===== config.mk =====
export PLATFORM = sky130hd
export DESIGN_NAME = quaternion_gyro_integrator_unit
export DESIGN_NICKNAME = d
export VERILOG_FILES = /design/src/rtl/gqi_pkg.sv /design/src/rtl/quaternion_gyro_integrator_unit.sv /design/src/rtl/gqi_mul.sv /design/src/rtl/gqi_acc.sv
export SDC_FILE = /design/constraint.sdc
export NUM_CORES = 2
export LEC_CHECK = 0
export ABC_AREA = 0
export BUFFER_PORTS_ARGS = -buffer_cell sky130_fd_sc_hd__buf_2
export CAP_MARGIN = 30
export CORE_AREA = 2 2 380 382
export CTS_BUF_LIST = sky130_fd_sc_hd__clkbuf_2
export DETAILED_ROUTE_END_ITERATION = 7
export DIE_AREA = 0 0 382 384
export PLACE_DENSITY = 0.69
export REMOVE_ABC_BUFFERS = 1
export SLEW_MARGIN = 40
export SYNTH_ARGS = -nofsm -noshare
export SYNTH_HDL_FRONTEND = slang
export SYNTH_SLANG_ARGS = --single-unit

===== constraint.sdc =====
create_clock -name clock -period 21.8 [get_ports clock]
set_clock_uncertainty 0.2 [all_clocks]
set_input_delay 6.54 -clock clock [delete_from_list [all_inputs] [get_ports clock]]
set_output_delay 6.54 -clock clock [all_outputs]
set_load 0.005 [all_outputs]

===== src/rtl/gqi_pkg.sv =====
// ----------------------------------------------------------------------------
// gqi_pkg
// Types and constants shared by the quaternion gyro integrator modules.
// ----------------------------------------------------------------------------
package gqi_pkg;

   localparam int Q_W     = 32;  // quaternion component, Q2.30
   localparam int H_W     = 45;  // half-angle step, Q.30
   localparam int H_LO_W  = 30;  // low part of h, unsigned
   localparam int H_SHIFT = 19;  // Q16.48 rate*dt down to Q.30 with the half
   localparam int MUL_W   = 33;  // shared multiplier operand width
   localparam int PROD_W  = 2 * MUL_W;
   localparam int ACC_W   = 52;  // component plus six partial products

   localparam logic signed [Q_W-1:0]   Q_ONE    = 32'sh4000_0000;
   localparam logic        [31:0]      DT_RESET = 32'd4294967;
   localparam logic signed [ACC_W-1:0] Q_MAX    = {{(ACC_W-Q_W){1'b0}}, 32'h7FFF_FFFF};
   localparam logic signed [ACC_W-1:0] Q_MIN    = {{(ACC_W-Q_W){1'b1}}, 32'h8000_0000};

   localparam logic KIND_GYRO = 1'b0;
   localparam logic KIND_LOAD = 1'b1;

   typedef struct packed {
      logic       valid;
      logic       first;   // start of a component: base is the old value
      logic       last;    // final partial product of a component
      logic       neg;
      logic       shift;   // low-part product: floor by 2^30
      logic [1:0] comp;
   } acc_ctrl_type;

   typedef struct packed {
      logic                 valid;
      logic [1:0]           comp;
      logic signed [Q_W-1:0] value;
      logic                 sat;
   } acc_res_type;

   typedef struct packed {
      logic [1:0] q_idx;
      logic [1:0] h_idx;
      logic       neg;
   } term_type;

   // Product terms of q' = q + q (x) (0, h), component order w x y z
   function automatic term_type term_sel(input logic [1:0] comp, input logic [1:0] term);
      term_type t;
      case ({comp, term})
         4'b00_00: t = '{q_idx: 2'd1, h_idx: 2'd0, neg: 1'b1};
         4'b00_01: t = '{q_idx: 2'd2, h_idx: 2'd1, neg: 1'b1};
         4'b00_10: t = '{q_idx: 2'd3, h_idx: 2'd2, neg: 1'b1};
         4'b01_00: t = '{q_idx: 2'd0, h_idx: 2'd0, neg: 1'b0};
         4'b01_01: t = '{q_idx: 2'd2, h_idx: 2'd2, neg: 1'b0};
         4'b01_10: t = '{q_idx: 2'd3, h_idx: 2'd1, neg: 1'b1};
         4'b10_00: t = '{q_idx: 2'd0, h_idx: 2'd1, neg: 1'b0};
         4'b10_01: t = '{q_idx: 2'd1, h_idx: 2'd2, neg: 1'b1};
         4'b10_10: t = '{q_idx: 2'd3, h_idx: 2'd0, neg: 1'b0};
         4'b11_00: t = '{q_idx: 2'd0, h_idx: 2'd2, neg: 1'b0};
         4'b11_01: t = '{q_idx: 2'd1, h_idx: 2'd1, neg: 1'b0};
         4'b11_10: t = '{q_idx: 2'd2, h_idx: 2'd0, neg: 1'b1};
         default:  t = '{q_idx: 2'd0, h_idx: 2'd0, neg: 1'b0};
      endcase
      return t;
   endfunction

endpackage


===== src/rtl/quaternion_gyro_integrator_unit.sv =====
// ----------------------------------------------------------------------------
// quaternion_gyro_integrator_unit
// First-order quaternion integration of gyro rates in fixed point.
// ----------------------------------------------------------------------------
// Keeps an attitude quaternion (Q2.30, reset to identity) and advances it by
// q' = q + q (x) (0, h) for every gyro item, h = rate * time_step / 2, with
// each product floored and each component saturated to Q2.30. One 33x33
// multiplier is shared: it first forms the three parts of h, then the
// twelve products, each as a low-part and a high-part product of h. No new
// item is taken until the result of the previous one, gyro or load, has
// been registered for the output. A new item is accepted while the previous
// result is still waiting on the output.
// ----------------------------------------------------------------------------
module quaternion_gyro_integrator_unit
   import gqi_pkg::*;
(
   input  logic         clock,
   input  logic         reset,
   input  logic         csr_write_en,
   input  logic [31:0]  csr_write_data,   // time_step, unsigned Q0.32
   input  logic         req_tvalid,
   output logic         req_tready,
   // rate_x, rate_y, rate_z, load_w, load_x, load_y, load_z
   input  logic [223:0] req_tdata,
   input  logic         req_tuser,         // kind
   output logic         rsp_tvalid,
   input  logic         rsp_tready,
   output logic [127:0] rsp_tdata,         // quat_w, quat_x, quat_y, quat_z
   output logic         rsp_tuser          // saturated
);

   typedef enum logic [2:0] {
      S_IDLE,
      S_HSTEP,
      S_QSTEP,
      S_DRAIN,
      S_DONE
   } state_type;

   state_type state_ff;

   logic        [31:0]      time_step_ff;
   logic signed [Q_W-1:0]   q_ff   [4];
   logic signed [Q_W-1:0]   nq_ff  [4];
   logic signed [Q_W-1:0]   rate_ff[3];
   logic signed [H_W-1:0]   h_ff   [3];
   logic                    sat_ff;
   logic [1:0]              hidx_ff;
   logic [1:0]              comp_ff;
   logic [1:0]              term_ff;
   logic                    half_ff;
   logic                    rsp_valid_ff;
   logic [127:0]            rsp_data_ff;
   logic                    rsp_sat_ff;

   // tag travelling beside the multiplier's registered product
   logic                    hst_valid_ff;
   logic [1:0]              hst_idx_ff;
   acc_ctrl_type            actl_ff;
   acc_ctrl_type            actl_in;

   logic signed [MUL_W-1:0]  op_a;
   logic signed [MUL_W-1:0]  op_b;
   logic signed [PROD_W-1:0] prod;
   logic signed [Q_W-1:0]    q_sel;
   logic signed [H_W-1:0]    h_sel;
   logic signed [Q_W-1:0]    r_sel;
   term_type                 tsel;
   acc_res_type              res;
   logic                     req_fire;
   logic                     out_free;

   assign req_tready = (state_ff == S_IDLE);
   assign req_fire   = req_tvalid && req_tready;
   assign out_free   = !rsp_valid_ff || rsp_tready;
   assign rsp_tvalid = rsp_valid_ff;
   assign rsp_tdata  = rsp_data_ff;
   assign rsp_tuser  = rsp_sat_ff;

   assign tsel  = term_sel(comp_ff, term_ff);
   assign q_sel = q_ff[tsel.q_idx];
   assign h_sel = h_ff[tsel.h_idx];
   assign r_sel = rate_ff[hidx_ff];

   always_comb begin
      op_a    = '0;
      op_b    = '0;
      actl_in = '0;
      case (state_ff)
         S_HSTEP: begin
            op_a = {r_sel[Q_W-1], r_sel};
            op_b = {1'b0, time_step_ff};
         end
         S_QSTEP: begin
            op_a = {q_sel[Q_W-1], q_sel};
            if (half_ff) begin
               op_b = {{(MUL_W-(H_W-H_LO_W)){h_sel[H_W-1]}}, h_sel[H_W-1:H_LO_W]};
            end else begin
               op_b = {{(MUL_W-H_LO_W){1'b0}}, h_sel[H_LO_W-1:0]};
            end
            actl_in.valid = 1'b1;
            actl_in.first = (term_ff == 2'd0) && !half_ff;
            actl_in.last  = (term_ff == 2'd2) && half_ff;
            actl_in.neg   = tsel.neg;
            actl_in.shift = !half_ff;
            actl_in.comp  = comp_ff;
         end
         default: begin
         end
      endcase
   end

   gqi_mul u_mul (
      .clock   (clock),
      .op_a    (op_a),
      .op_b    (op_b),
      .prod_ff (prod)
   );

   gqi_acc u_acc (
      .clock  (clock),
      .ctrl   (actl_ff),
      .prod   (prod),
      .base_q (q_ff[actl_ff.comp]),
      .res    (res)
   );

   always_ff @(posedge clock) begin
      if (reset) begin
         state_ff     <= S_IDLE;
         time_step_ff <= DT_RESET;
         q_ff[0]      <= Q_ONE;
         q_ff[1]      <= '0;
         q_ff[2]      <= '0;
         q_ff[3]      <= '0;
         rsp_valid_ff <= 1'b0;
         hst_valid_ff <= 1'b0;
         actl_ff      <= '0;
         hidx_ff      <= '0;
         comp_ff      <= '0;
         term_ff      <= '0;
         half_ff      <= 1'b0;
         sat_ff       <= 1'b0;
      end else begin
         if (csr_write_en) begin
            time_step_ff <= csr_write_data;
         end
         if (rsp_valid_ff && rsp_tready) begin
            rsp_valid_ff <= 1'b0;
         end

         hst_valid_ff <= (state_ff == S_HSTEP);
         hst_idx_ff   <= hidx_ff;
         actl_ff      <= actl_in;

         if (hst_valid_ff) begin
            h_ff[hst_idx_ff] <= prod[H_SHIFT+H_W-1:H_SHIFT];
         end
         if (res.valid) begin
            nq_ff[res.comp] <= res.value;
            sat_ff          <= sat_ff | res.sat;
         end

         case (state_ff)
            S_IDLE: begin
               if (req_fire) begin
                  sat_ff     <= 1'b0;
                  rate_ff[0] <= req_tdata[31:0];
                  rate_ff[1] <= req_tdata[63:32];
                  rate_ff[2] <= req_tdata[95:64];
                  hidx_ff    <= '0;
                  if (req_tuser == KIND_LOAD) begin
                     nq_ff[0] <= req_tdata[127:96];
                     nq_ff[1] <= req_tdata[159:128];
                     nq_ff[2] <= req_tdata[191:160];
                     nq_ff[3] <= req_tdata[223:192];
                     state_ff <= S_DONE;
                  end else begin
                     state_ff <= S_HSTEP;
                  end
               end
            end
            S_HSTEP: begin
               if (hidx_ff == 2'd2) begin
                  comp_ff  <= '0;
                  term_ff  <= '0;
                  half_ff  <= 1'b0;
                  state_ff <= S_QSTEP;
               end else begin
                  hidx_ff <= hidx_ff + 2'd1;
               end
            end
            S_QSTEP: begin
               half_ff <= !half_ff;
               if (half_ff) begin
                  if (term_ff == 2'd2) begin
                     term_ff <= '0;
                     comp_ff <= comp_ff + 2'd1;
                     if (comp_ff == 2'd3) begin
                        state_ff <= S_DRAIN;
                     end
                  end else begin
                     term_ff <= term_ff + 2'd1;
                  end
               end
            end
            S_DRAIN: begin
               state_ff <= S_DONE;
            end
            S_DONE: begin
               if (out_free) begin
                  q_ff         <= nq_ff;
                  rsp_data_ff  <= {nq_ff[3], nq_ff[2], nq_ff[1], nq_ff[0]};
                  rsp_sat_ff   <= sat_ff;
                  rsp_valid_ff <= 1'b1;
                  state_ff     <= S_IDLE;
               end
            end
            default: begin
               state_ff <= S_IDLE;
            end
         endcase
      end
   end

endmodule


===== src/rtl/gqi_mul.sv =====
// ----------------------------------------------------------------------------
// gqi_mul
// Shared signed multiplier with a registered product.
// ----------------------------------------------------------------------------
module gqi_mul
   import gqi_pkg::*;
(
   input  logic                     clock,
   input  logic signed [MUL_W-1:0]  op_a,
   input  logic signed [MUL_W-1:0]  op_b,
   output logic signed [PROD_W-1:0] prod_ff
);

   always_ff @(posedge clock) begin
      prod_ff <= op_a * op_b;
   end

endmodule


===== src/rtl/gqi_acc.sv =====
// ----------------------------------------------------------------------------
// gqi_acc
// Accumulates signed partial products into one component and clips it.
// ----------------------------------------------------------------------------
module gqi_acc
   import gqi_pkg::*;
(
   input  logic                     clock,
   input  acc_ctrl_type             ctrl,
   input  logic signed [PROD_W-1:0] prod,
   input  logic signed [Q_W-1:0]    base_q,
   output acc_res_type              res
);

   logic signed [ACC_W-1:0]  acc_ff;
   logic signed [ACC_W-1:0]  acc_in;
   logic signed [ACC_W-1:0]  base;
   logic signed [ACC_W-1:0]  addend;
   logic signed [PROD_W-1:0] prod_sh;

   assign prod_sh = prod >>> H_LO_W;
   assign addend  = ctrl.shift ? prod_sh[ACC_W-1:0] : prod[ACC_W-1:0];
   assign base    = ctrl.first ? {{(ACC_W-Q_W){base_q[Q_W-1]}}, base_q} : acc_ff;
   assign acc_in  = ctrl.neg ? base - addend : base + addend;

   always_ff @(posedge clock) begin
      if (ctrl.valid) begin
         acc_ff <= acc_in;
      end
   end

   always_comb begin
      res.valid = ctrl.valid && ctrl.last;
      res.comp  = ctrl.comp;
      res.sat   = 1'b0;
      if (acc_in > Q_MAX) begin
         res.value = Q_MAX[Q_W-1:0];
         res.sat   = 1'b1;
      end else if (acc_in < Q_MIN) begin
         res.value = Q_MIN[Q_W-1:0];
         res.sat   = 1'b1;
      end else begin
         res.value = acc_in[Q_W-1:0];
      end
   end

endmodule

==> metrics.md <==
| Metric | Value |
|---|---|
| Setup CP Type | `flip-flop to flip-flop` |
| CTS tree | `built` |
| Hold endpoint | `rsp_tdata[53]$_DFFE_PP_` |
| Power per cell area | `64.6 nW/µm²` |
| First-pass GRT wire length | `around 360 mm` |
| Post-synth EDFFs | `542` |
| Register area share after synthesis | `0.288` |
| Power, Total | `5.19 mW` |
| Tmin final | `12.26 ns` |
| Slew Viols, Final | `0` |
| Crit path max fanout | `32` |
| H-Tree Depth | `4` |
| Post-CTS Setup Bufs | `0` |
| Hold Path Stages | `0` |
| Root buf cell | `clkbuf_2` |
| Area of the multi-input gates | `46900 µm²` |
| HP Class | `flip-flop to flip-flop` |
| Worst Max-Slew Pin Slew | `1.12 ns` |
| Post-Route WL | `roughly 240 mm` |
| CP arrival | `between 10 and 15 ns` |
| Share of flip-flops with an asynchronous set or reset | `0` |
| Fmax | `between 0.08 and 0.09 GHz` |
| Most frequent cells in the layout | `1246 x inv_1, 1122 x fa_1, 1022 x nand2_1` |
| Leakage Power | `approximately 36 nW` |
| # resized after CTS | `0` |
| IO Port Bufs | `just under 400` |
| Internal reg-to-reg setup slack | `9.54 ns` |
| RD Place Congestion | `just under 1` |
| Average cell area after synthesis | `9.85 µm²` |
| Outcome | `finished clean` |
| Flops & latches, synth | `790` |
| VDD IR max | `99.1 µV` |
| Synth unique cells | `80` |
| # fillers | `12566` |
| Routed WL per cell | `between 20 and 25 µm` |
| Total Neg Setup Slack | `0 ns` |
| Vias | `58051` |
| RSZ-0062 raised after global routing | `no` |
| Final hold vios | `0` |
| Commonest non-fill, non-tap cell in the layout | `inv_1` |
| CP endpoint kind | `flip-flop` |
| # setup viols final | `0` |
| Worst skew pair latency | `1.76 ns` |
| Clock Sink Count | `790` |
| Worst path slowest cell | `a2111oi_2` |
| FF+latch area | `21300 µm²` |
| YS warnings | `0` |
| Req. time, crit path | `23.16 ns` |
| Vias in the first global route | `approximately 60000` |
| HP Start | `nq_ff[85]$_DFFE_PN_` |
| CP max stage delay | `0.65 ns` |
| R2r endpoint | `u_mul.prod_ff[64]$_DFF_P_` |
| Core Footprint | `143000 µm²` |
| CTS Buf Count | `189` |
| TritonRoute pass-1 iters | `6` |
| Slew HR | `0.253` |
| Crit share post-route | `0.562` |
| # IOs | `slightly below 400` |
| Largest net degree at the start of global routing | `130` |
| Worst-path clk slew | `~0.12 ns` |
| Longest Clk Path Bufs | `3` |
| Routed Antenna Nets | `0` |
| Cell count of the worst reg-to-reg path | `42` |
| Initial core utilization | `0.517` |
| FP Rows | `139` |
| Die width | `382 µm` |
| Syn Std Cell Area | `73800 µm²` |
| Max_cap viols | `0` |
| Layout cells sized above 1 | `0.133` |
| Top_reg_cell synth | `edfxtp_1` |
| # DRC | `0` |
| HPWL after DPL | `roughly 190 mm` |
| GRT overflow | `0` |
| Final nets | `~9400` |
| Gate Count Post-Synth | `roughly 7500` |
| Synthesis-to-finish area growth | `8.81%` |
| Initial antenna violation count | `18` |
| Die H | `approximately 380 µm` |
| Total track usage | `0.334` |
| Cts hold-fix bufs | `0` |
| Post-DR vias/cell | `~5.9` |
| DRT iter0 DRCs | `approximately 6200` |
| Setup crit start kind | `flip-flop` |
| DIE AREA | `147000 µm²` |
| Reg2reg start | `term_ff[0]$_SDFFE_PP0P_` |
## flip-flops by register name (all words and copies together), names as in the netlist, 2 cells and up, named ones only
signal and flops:
h_ff 135, nq_ff 128, q_ff 128, rsp_tdata 128
rate_ff 96, u_mul.prod_ff 66, u_acc.acc_ff 52, time_step_ff 32
actl_ff 7, state_ff 3, comp_ff 2, hidx_ff 2
hst_idx_ff 2, term_ff 2
## final cells by class
cell class	instances	share of cell area
diodes	23	0.000717
clock buffers	289	0.0180
repair buffers	523	0.0386
multi-input cells	5026	0.584
inverters	1248	0.0584
well taps	1903	0.0296
clock inverters	56	0.00565
flip-flops and latches	790	0.265
## worst max-delay path, delay by kind of cell (launching register included)
kind | cells | cell delay, ns
adders and majority gates | 10 | 4.67
buffers and inverters | 12 | 2.34
xor gates and xnor gates | 1 | 0.16
DFF | 1 | 0.38
and+or+nand+nor | 6 | 1.08
muxes | 1 | 0.17
AOI/OAI and AO/OA | 12 | 3.08
## through the flow
step | cell area [µm²] | std cells | worst slack (ns) | utilization | hold WS (ns)
2_1_floorplan | 72200 | 7064 | 5.39 | - | 0.209
3_3_place_gp | 77900 | 9474 | 9.38 | 0.546 | 0.244
3_5_place_dp | 78200 | 9486 | 9.77 | 0.548 | 0.234
4_1_cts | 80100 | 9831 | 9.73 | 0.561 | 0.134
5_1_grt | 80300 | 9853 | 8.91 | 0.562 | 0.219
6_report | 80300 | 9858 | 9.54 | 0.563 | 0.217
## cell families after synthesis
group,synth area share
AO/OA/AOI/OAI,0.0911
buffers and inverters,0.0860
XOR/XNOR,0.0190
AND/OR/NAND/NOR,0.119
adder cells (fa/ha/maj),0.352
multiplexers,0.0454
flip-flops,0.288
## worst max-delay path by stage
stage / start / end / slack, ns / cells after the start
after CTS: term_ff[0]$_SDFFE_PP0P_ / u_mul.prod_ff[64]$_DFF_P_ / 9.73 / 42
final: term_ff[0]$_SDFFE_PP0P_ / u_mul.prod_ff[64]$_DFF_P_ / 9.54 / 42
after global placement: term_ff[0]$_SDFFE_PP0P_ / u_mul.prod_ff[64]$_DFF_P_ / 9.38 / 40
after detailed placement: term_ff[0]$_SDFFE_PP0P_ / u_mul.prod_ff[64]$_DFF_P_ / 9.77 / 43
after floorplan: term_ff[0]$_SDFFE_PP0P_ / u_mul.prod_ff[64]$_DFF_P_ / 5.39 / 33
after global routing: term_ff[0]$_SDFFE_PP0P_ / u_mul.prod_ff[64]$_DFF_P_ / 8.91 / 42
## synth_stat cells, types with 23 or more instances
master,n,area share
a21o_1,71,0.0072
a21oi_1,441,0.030
a31o_2,34,0.0040
a31oi_1,58,0.0049
and2_1,59,0.0050
and3_1,24,0.0020
buf_1,30,0.0015
buf_2,23,0.0016
clkbuf_1,370,0.019
dfxtp_1,248,0.067
edfxtp_1,542,0.22
fa_1,1123,0.30
ha_1,277,0.047
inv_1,1247,0.063
mux2_2,34,0.0052
mux2i_1,191,0.026
mux4_2,47,0.014
nand2_1,1023,0.052
nand2b_1,43,0.0036
nand3_1,44,0.0030
nand4_1,28,0.0024
nor2_1,790,0.040
nor3_1,48,0.0033
o21a_1,29,0.0029
o21ai_0,132,0.0090
o221ai_1,115,0.014
xnor2_1,90,0.011
xor2_1,70,0.0083
## metal layers
metal / vias to the layer above / global-route usage / share of wire
li1: 24765 / - / -
met1: 29450 / 0.438 / 0.38
met2: 3187 / 0.524 / 0.46
met3: 641 / 0.0655 / 0.10
met4: 8 / 0.182 / 0.062
met5: - / 0 / 0.00020
## power breakdown
part / internal [mW] / leakage (nW) / switching, mW
Sequential: 1.78 / 7.07 / 0.135
Combinational: 0.671 / 27.5 / 1.52
Clock: 0.406 / 1.41 / 0.680
(Power assumes the default switching activity.)
